$ cat src/sv/mhpq_pkg.sv
`default_nettype none

package mhpq_pkg;

  // Store size and derived widths
  localparam int unsigned CAPACITY = 32;
  localparam int unsigned CNT_W    = $clog2(CAPACITY + 1);
  localparam int unsigned VAL_W    = 32;
  localparam int unsigned CNT_OUT_W = 6;
  localparam int unsigned STAT_W   = 2;

  // Command codes
  localparam logic CMD_PUSH = 1'b0;
  localparam logic CMD_POP  = 1'b1;

  // Result status codes
  typedef enum logic [STAT_W-1:0] {
    ST_DONE  = 2'd0,
    ST_FULL  = 2'd1,
    ST_EMPTY = 2'd2
  } status_e;

  // Operation broadcast to every cell of the chain
  typedef struct packed {
    logic             push;
    logic             pop;
    logic [VAL_W-1:0] value;
  } op_t;

endpackage

`default_nettype wire

$ cat src/sv/mhpq_cell.sv
`default_nettype none

module mhpq_cell (
  input  wire                             clk_i,
  input  wire mhpq_pkg::op_t              op_i,
  input  wire                             occ_i,
  input  wire signed [mhpq_pkg::VAL_W-1:0] left_value_i,
  input  wire                             left_ge_i,
  input  wire signed [mhpq_pkg::VAL_W-1:0] right_value_i,
  output logic signed [mhpq_pkg::VAL_W-1:0] value_o,
  output logic                            ge_o
);
  import mhpq_pkg::*;

  logic signed [VAL_W-1:0] value_q;
  logic signed [VAL_W-1:0] value_d;

  // Flag an occupied cell whose value stays ahead of the incoming item
  assign ge_o    = occ_i && (value_q >= $signed(op_i.value));
  assign value_o = value_q;

  // Keep, take the new item, or shift from a neighbor
  always_comb begin
    value_d = value_q;
    if (op_i.push) begin
      if (!ge_o) begin
        value_d = left_ge_i ? $signed(op_i.value) : left_value_i;
      end
    end else if (op_i.pop) begin
      value_d = right_value_i;
    end
  end

  always_ff @(posedge clk_i) begin
    value_q <= value_d;
  end

endmodule

`default_nettype wire

$ cat src/sv/max_heap_priority_queue_unit.sv
// Channel  Direction  Handshake                Payload
// input    in         in_valid_i / in_stall_o   cmd_i, value_i
// output   out        out_valid_o / out_stall_i removed_value_o, max_value_o, count_o, status_o
//
// The whole queue is a sorted chain of cells, one value per cell, that all shift or
// insert together on each item; the result is registered.
// An item is taken in the same cycle the previous result leaves the output register.
// Reset clears the entry count and the output valid; cell contents need no reset.
// A stalled output holds its result and stalls the input side.
`default_nettype none

module max_heap_priority_queue_unit (
  input  wire                               clk_i,
  input  wire                               rst_ni,
  input  wire                               in_valid_i,
  output logic                              in_stall_o,
  input  wire                               cmd_i,
  input  wire signed [mhpq_pkg::VAL_W-1:0]  value_i,
  output logic                              out_valid_o,
  input  wire                               out_stall_i,
  output logic signed [mhpq_pkg::VAL_W-1:0] removed_value_o,
  output logic signed [mhpq_pkg::VAL_W-1:0] max_value_o,
  output logic [mhpq_pkg::CNT_OUT_W-1:0]    count_o,
  output logic [mhpq_pkg::STAT_W-1:0]       status_o
);
  import mhpq_pkg::*;

  logic                    accept;
  logic                    push_ok;
  logic                    pop_ok;
  op_t                     op;
  logic [CNT_W-1:0]        count_q;
  logic [CNT_W-1:0]        count_d;
  logic signed [VAL_W-1:0] cell_val [CAPACITY];
  logic                    cell_ge  [CAPACITY];
  logic                    out_valid_q;
  logic                    out_valid_d;
  logic signed [VAL_W-1:0] removed_q;
  logic signed [VAL_W-1:0] removed_d;
  logic signed [VAL_W-1:0] max_q;
  logic signed [VAL_W-1:0] max_d;
  status_e                 status_q;
  status_e                 status_d;
  logic [CNT_W+CNT_OUT_W-1:0] count_ext;

  // Handshake: take an item when the output register is free or draining
  assign in_stall_o = out_valid_q && out_stall_i;
  assign accept     = in_valid_i && !in_stall_o;

  assign push_ok = accept && (cmd_i == CMD_PUSH) && (count_q != CNT_W'(CAPACITY));
  assign pop_ok  = accept && (cmd_i == CMD_POP) && (count_q != '0);

  assign op.push  = push_ok;
  assign op.pop   = pop_ok;
  assign op.value = value_i;

  // Chain of cells, largest value in cell 0
  for (genvar i = 0; i < CAPACITY; i++) begin : g_cell
    logic                    occ;
    logic signed [VAL_W-1:0] left_value;
    logic                    left_ge;
    logic signed [VAL_W-1:0] right_value;

    assign occ = (CNT_W'(i) < count_q);

    if (i == 0) begin : g_head
      assign left_value = value_i;
      assign left_ge    = 1'b1;
    end else begin : g_body
      assign left_value = cell_val[i-1];
      assign left_ge    = cell_ge[i-1];
    end

    if (i == CAPACITY - 1) begin : g_tail
      assign right_value = cell_val[i];
    end else begin : g_mid
      assign right_value = cell_val[i+1];
    end

    mhpq_cell u_cell (
      .clk_i        (clk_i),
      .op_i         (op),
      .occ_i        (occ),
      .left_value_i (left_value),
      .left_ge_i    (left_ge),
      .right_value_i(right_value),
      .value_o      (cell_val[i]),
      .ge_o         (cell_ge[i])
    );
  end

  // Next count and result of the accepted item
  always_comb begin
    count_d   = count_q;
    removed_d = '0;
    max_d     = (count_q != '0) ? cell_val[0] : '0;
    status_d  = ST_DONE;
    if (cmd_i == CMD_PUSH) begin
      if (push_ok) begin
        count_d = count_q + CNT_W'(1);
        if ((count_q == '0) || (value_i > cell_val[0])) begin
          max_d = value_i;
        end
      end else begin
        status_d = ST_FULL;
      end
    end else begin
      if (pop_ok) begin
        count_d   = count_q - CNT_W'(1);
        removed_d = cell_val[0];
        max_d     = (count_q > CNT_W'(1)) ? cell_val[1] : '0;
      end else begin
        status_d = ST_EMPTY;
      end
    end
  end

  // Drop the valid once the result is taken, set it on a new item
  always_comb begin
    out_valid_d = out_valid_q;
    if (accept) begin
      out_valid_d = 1'b1;
    end else if (!out_stall_i) begin
      out_valid_d = 1'b0;
    end
  end

  always_ff @(posedge clk_i or negedge rst_ni) begin
    if (!rst_ni) begin
      count_q     <= '0;
      out_valid_q <= 1'b0;
    end else begin
      out_valid_q <= out_valid_d;
      if (accept) begin
        count_q <= count_d;
      end
    end
  end

  // Hold the result payload until the next item
  always_ff @(posedge clk_i) begin
    if (accept) begin
      removed_q <= removed_d;
      max_q     <= max_d;
      status_q  <= status_d;
    end
  end

  assign count_ext       = {{CNT_OUT_W{1'b0}}, count_q};
  assign out_valid_o     = out_valid_q;
  assign removed_value_o = removed_q;
  assign max_value_o     = max_q;
  assign count_o         = count_ext[CNT_OUT_W-1:0];
  assign status_o        = status_q;

`ifndef SYNTHESIS
  a_count_bound : assert property (@(posedge clk_i) disable iff (!rst_ni)
    count_q <= CNT_W'(CAPACITY))
    else $error("entry count above capacity");

  a_accept_valid : assert property (@(posedge clk_i) disable iff (!rst_ni)
    accept |=> out_valid_o)
    else $error("accepted item gave no result");

  a_full_count : assert property (@(posedge clk_i) disable iff (!rst_ni)
    (out_valid_o && (status_q == ST_FULL)) |-> (count_q == CNT_W'(CAPACITY)))
    else $error("full status while store has room");

  a_empty_zero : assert property (@(posedge clk_i) disable iff (!rst_ni)
    (out_valid_o && (status_q == ST_EMPTY)) |->
      ((count_q == '0) && (max_q == '0) && (removed_q == '0)))
    else $error("empty status with nonzero fields");

  a_pop_count : assert property (@(posedge clk_i) disable iff (!rst_ni)
    pop_ok |=> (count_q == $past(count_q) - CNT_W'(1)))
    else $error("pop did not lower the count");
`endif

endmodule

`default_nettype wire

$ cat config.mk
export PLATFORM = sky130hd
export DESIGN_NAME = max_heap_priority_queue_unit
export DESIGN_NICKNAME = d
export VERILOG_FILES = /design/src/sv/mhpq_pkg.sv /design/src/sv/mhpq_cell.sv /design/src/sv/max_heap_priority_queue_unit.sv
export SDC_FILE = /design/constraint.sdc
export NUM_CORES = 2
export LEC_CHECK = 0
export ABC_CLOCK_PERIOD_IN_PS = 10900
export BUFFER_PORTS_ARGS = -buffer_cell sky130_fd_sc_hd__buf_2
export CORE_ASPECT_RATIO = 1.2
export CORE_MARGIN = 2
export CORE_UTILIZATION = 30
export DETAILED_ROUTE_END_ITERATION = 16
export PLACE_DENSITY = 0.47
export SLEW_MARGIN = 20
export SYNTH_ARGS = -nofsm -noshare
export SYNTH_HDL_FRONTEND = slang
export SYNTH_HIERARCHICAL = 1
export SYNTH_SLANG_ARGS = --single-unit
$ cat constraint.sdc
create_clock -name clk_i -period 10.9 [get_ports clk_i]
set_input_delay 2.18 -clock clk_i [delete_from_list [all_inputs] [get_ports clk_i]]
set_output_delay 2.18 -clock clk_i [all_outputs]
set_load 0.005 [all_outputs]
-- After elaboration in Yosys (flattened, before gate mapping)
Cells that the tools add are included.
- flip-flop bits (word level): 1097
- bits of input ports: 37
- word-level logic and storage cells: 357
- add/subtract/negate cells: 2
- $lt $le $gt $ge: 66
- eq/ne operators: 34
- multiplexer cells: 138
- bitwise operators: 2
- reduce and logical (&&, ||, !) cells: 78
- operators with widths (cell ; count):
    $mux W32 ; 130
    $ge A32 B32 Y1 ; 32
    $lt A5 B6 Y1 const A ; 16
    $reduce_and A2 Y1 ; 33
    $ne A2 B2 Y1 const B ; 31
    $lt A4 B6 Y1 const A ; 8
    $logic_and A1 B1 Y1 ; 38
    $gt A32 B32 Y1 ; 1
    $lt A3 B6 Y1 const A ; 4
    $mux W6 ; 3
    $lt A1 B6 Y1 const A ; 2
    $lt A2 B6 Y1 const A ; 2
    $add A6 B1 Y6 const B ; 1
    $gt A6 B1 Y1 const B ; 1
    $logic_not A6 Y1 ; 1
    $ne A6 B6 Y1 const B ; 1
    $reduce_bool A6 Y1 ; 1
    $sub A6 B1 Y6 const B ; 1
    $mux W2 ; 2
    $ne A2 B1 Y1 const B ; 2
    $reduce_bool A2 Y1 ; 2
    $mux W1 ; 3
    $reduce_and A3 Y1 ; 1
    $not A1 Y1 ; 2
    other kinds (2) ; 2

-- Logic depth before layout (Yosys ltp)
- depth after elaboration: 7
- mapped depth: 12
- mapped depth without buffers: 10

-- Hierarchy
The synthesis kept the hierarchy.
- modules (own cells, without submodules) (module ; instances ; cells each ; area each (sq um) ; sequential area each (sq um)):
    mhpq_cell ; 32 ; 257 ; 2477.4 ; 960.9
    max_heap_priority_queue_unit ; 1 ; 417 ; 4446.8 ; 2157.1

-- Worst setup path after synthesis
No wires, ideal clock.
- path kind: in2reg
- from: input in_valid_i
- to: register g_cell[0].u_cell.value_q[0], enable pin
- arrival: 6.826 ns
- setup slack: 3.680 ns
- stages: 5
- cell sequence: a21bo_2 -> a311oi_2 -> clkbuf_1 -> buf_1 -> o32a_1
- longest elaborated chain between the ends: 5
- elaborated cells on any way between the ends: 8
- classes of those cells: eq/ne: 1; reduce/logical: 7
- RTL lines (item ; RTL line ; text):
    from (decl) ; max_heap_priority_queue_unit.sv:15 ; input wire in_valid_i,
    $logic_and A1 B1 Y1 * ; max_heap_priority_queue_unit.sv:48 ; assign accept = in_valid_i && !in_stall_o;
    $logic_and A1 B1 Y1 * (2 in series) ; max_heap_priority_queue_unit.sv:50 ; assign push_ok = accept && (cmd_i == CMD_PUSH) && (count_q != CNT_W'(CAPACITY));
    named net push_ok ; max_heap_priority_queue_unit.sv:29 ; logic push_ok;
    $ne A2 B2 Y1 (no source line) or $reduce_bool A2 Y1 (tied branches) ; -- ;
    $reduce_and A2 Y1 (no source line) * ; -- ;
    to (signal assigned) ; mhpq_cell.sv:35 ; value_q <= value_d;
    to (decl) ; mhpq_cell.sv:15 ; logic signed [VAL_W-1:0] value_q;
Mark *: on every way through the listed nets, which the timed path passes. The rest lies on a longest branch.
A chain may end at the register's enable or synchronous reset.

==> flow_metrics.env <==
export IMPL_outcome="complete, no violations"
export IMPL_required_ns=11.41
export IMPL_period_share_pct=52.26
export IMPL_fillers=28310
export IMPL_max_cap_violations=0
export IMPL_dp_cells=12170
export IMPL_place_congestion=0.8443
export IMPL_clk_path_buf_depth=4
export IMPL_grt_pass1_wl_um=429900
export IMPL_crit_type="input pin to register"
export IMPL_fin_area_um2=93420
export IMPL_die_area_um2=283300
export IMPL_vdd_drop_max_mv=0.1007
export IMPL_port_buffer_count=110
export IMPL_fmax_mhz=175.6
export IMPL_layout_nets=9778
export IMPL_routedWlPerCell_um=23.10
export IMPL_p_leak_nw=40.93
export IMPL_dpl_cell_area_um2=88870
export IMPL_cp_start_kind="input pin"
export IMPL_ctsHoldBuffers=0
export IMPL_fin_skew_ns=0.04865
export IMPL_crit_arrival_ns=6.21
export IMPL_cts_setup_buffers=0
export IMPL_clock_latency_ns=0.83
export IMPL_grt_total_usage_pct=19.65
export IMPL_vias=65710
export IMPL_drt_pass1_iter_count=5
export IMPL_cts_sinks=1097
export IMPL_fin_cells=12430
export IMPL_drv_slew=0
export IMPL_grt_antenna_before_repair=22
export IMPL_grt_ovfl_total=0
export IMPL_power_switching_w=0.006356
export IMPL_viasPerCell=5.287
export IMPL_clk_pin_slew_ns=0.06
export IMPL_core_area_um2=277700
export IMPL_swShare_pct=37.20
export IMPL_syn_inst=8640
export IMPL_numCtsBuffers=148
export IMPL_boundaryPins=111
export IMPL_p_int_w=0.01073
export IMPL_fin_crit_ns=5.696
export IMPL_combPwrFrac_pct=36.5
export IMPL_finalHoldViolCount=0
export IMPL_row_count=212
export IMPL_endpoint_kind="register"
export IMPL_power_density_nw_per_um2=182.9
export IMPL_die_h_um=582.7
export IMPL_hold_class="register to register"
export IMPL_synth_net_count=9737
export IMPL_grt_max_degree=211
export IMPL_tns_ns=0
export IMPL_tightestPinTransition_ns=1.151
export IMPL_cts_max_level=4
export IMPL_wl_um=287000
export IMPL_rsz0062_at_grt="false"
export IMPL_clkPwrFrac_pct=28.0
export IMPL_synthToLayoutAreaGrowth_pct=11.59
export IMPL_syn_avg_cell_area_um2=9.689
export IMPL_die_w_um=486.2
export IMPL_cts_root_buf="clkbuf_16"
export IMPL_cts_tree="built"
export IMPL_grt_pass1_vias=67640
export IMPL_setup_viol=0
export IMPL_worst_path_max_fanout=46
export IMPL_yosysWarnings=6
export IMPL_hpwlAfterDp_um=213900
export IMPL_ctsResizeCount=0
export IMPL_max_slew_margin_pct=23.29
export IMPL_initial_core_util_pct=30.14
export IMPL_drtIter0Drc=4319
export IMPL_route_antenna_remaining_nets=0
export IMPL_seq_power_share_pct=35.5
export IMPL_synthesis_area_um2=83720
export IMPL_remaining_drc_errors=0
export IMPL_drive_above_1_share_pct=7.995
## sequential cells by signal (all words and copies together), names as in the netlist
signal and count:
g_cell.u_cell/value_o 1024, max_value_o 32, removed_value_o 32, count_o 6
status_o 2, out_valid_o 1
## path summary, 6_finish.rpt
path | start | to | slack (ns) | depth (start not counted)
min in group asynchronous | rst_ni | count_o[1] | 1.23 | 1
max in group asynchronous | rst_ni | out_valid_o | 9.45 | 1
worst min-delay path | out_valid_o | out_valid_o | 0.63 | 2
worst max register to register | count_o[1] | g_cell[30].u_cell/value_o[4] | 5.47 | 8
worst min register to register | out_valid_o | out_valid_o | 0.63 | 2
worst max-delay path | value_i[21] | g_cell[31].u_cell/value_o[21] | 5.20 | 13
## critical path, stage by stage
cell     delay, ns
buf_4         0.52
buf_4         0.42
inv_1         0.08
ha_1          0.30
and4_1        0.20
nor4b_2       0.42
nand2_1       0.13
o31ai_2       0.23
nor3b_2       0.10
nor3b_4       0.68
buf_4         0.52
mux2i_1       0.24
a21oi_1       0.09
## power by group through the flow
stage / combinational [W] / sequential, W / clock (W)
5_1_grt: 0.00684 / 0.00612 / 0.00504
2_1_floorplan: 0.00456 / 0.00580 / 0
3_5_place_dp: 0.00625 / 0.00616 / 0
3_3_place_gp: 0.00609 / 0.00617 / 0
4_1_cts: 0.00625 / 0.00608 / 0.00493
6_report: 0.00624 / 0.00607 / 0.00478
## area by class of cell
cell class	instances	area, um2	share of cell area, %
clock inverter	79	663.1	0.7099
inverter	1065	3998	4.279
antenna	9	22.52	0.02411
tap	3638	4552	4.873
sequential	1097	32910	35.23
timing repair buffer	267	1959	2.097
multi-input combinational	6102	45460	48.67
clock buffer	171	3854	4.125
## cell usage in the layout, fill, tap and decap left out, types with 42 or more instances in the layout
cell type and count:
nand3_1 69, clkbuf_16 151, a21oi_1 1427, nand2_1 281
buf_4 177, a21o_1 67, edfxtp_1 1090, nor2b_1 69
nor3_1 67, and4_1 64, o21ai_1 64, nor3b_2 61
buf_2 78, mux2i_1 1025, ha_1 1060, nand2b_1 42
nor2_1 1071, o21ai_0 76, a211oi_2 65, nand4_1 134
inv_1 1064
## metal layers
metal / GRT usage [%] / routed length (um)
met3: 2.355 / 11640
met2: 35.85 / 146800
met5: 0 / 92
met4: 6.343 / 8745
met1: 23.77 / 119700
## through the flow
stage | util (%) | hold WS [ns] | worst slack (ns) | total power (W)
6_report | 33.64 | 0.6292 | 5.204 | 0.01709
3_3_place_gp | 32.00 | 0.6028 | 4.150 | 0.01227
2_1_floorplan | - | 0.5584 | 3.680 | 0.01037
3_5_place_dp | 32.00 | 0.6112 | 4.160 | 0.01241
4_1_cts | 33.62 | 0.6233 | 5.038 | 0.01726
5_1_grt | 33.63 | 0.6556 | 5.027 | 0.01800
(Power assumes the default switching activity.)
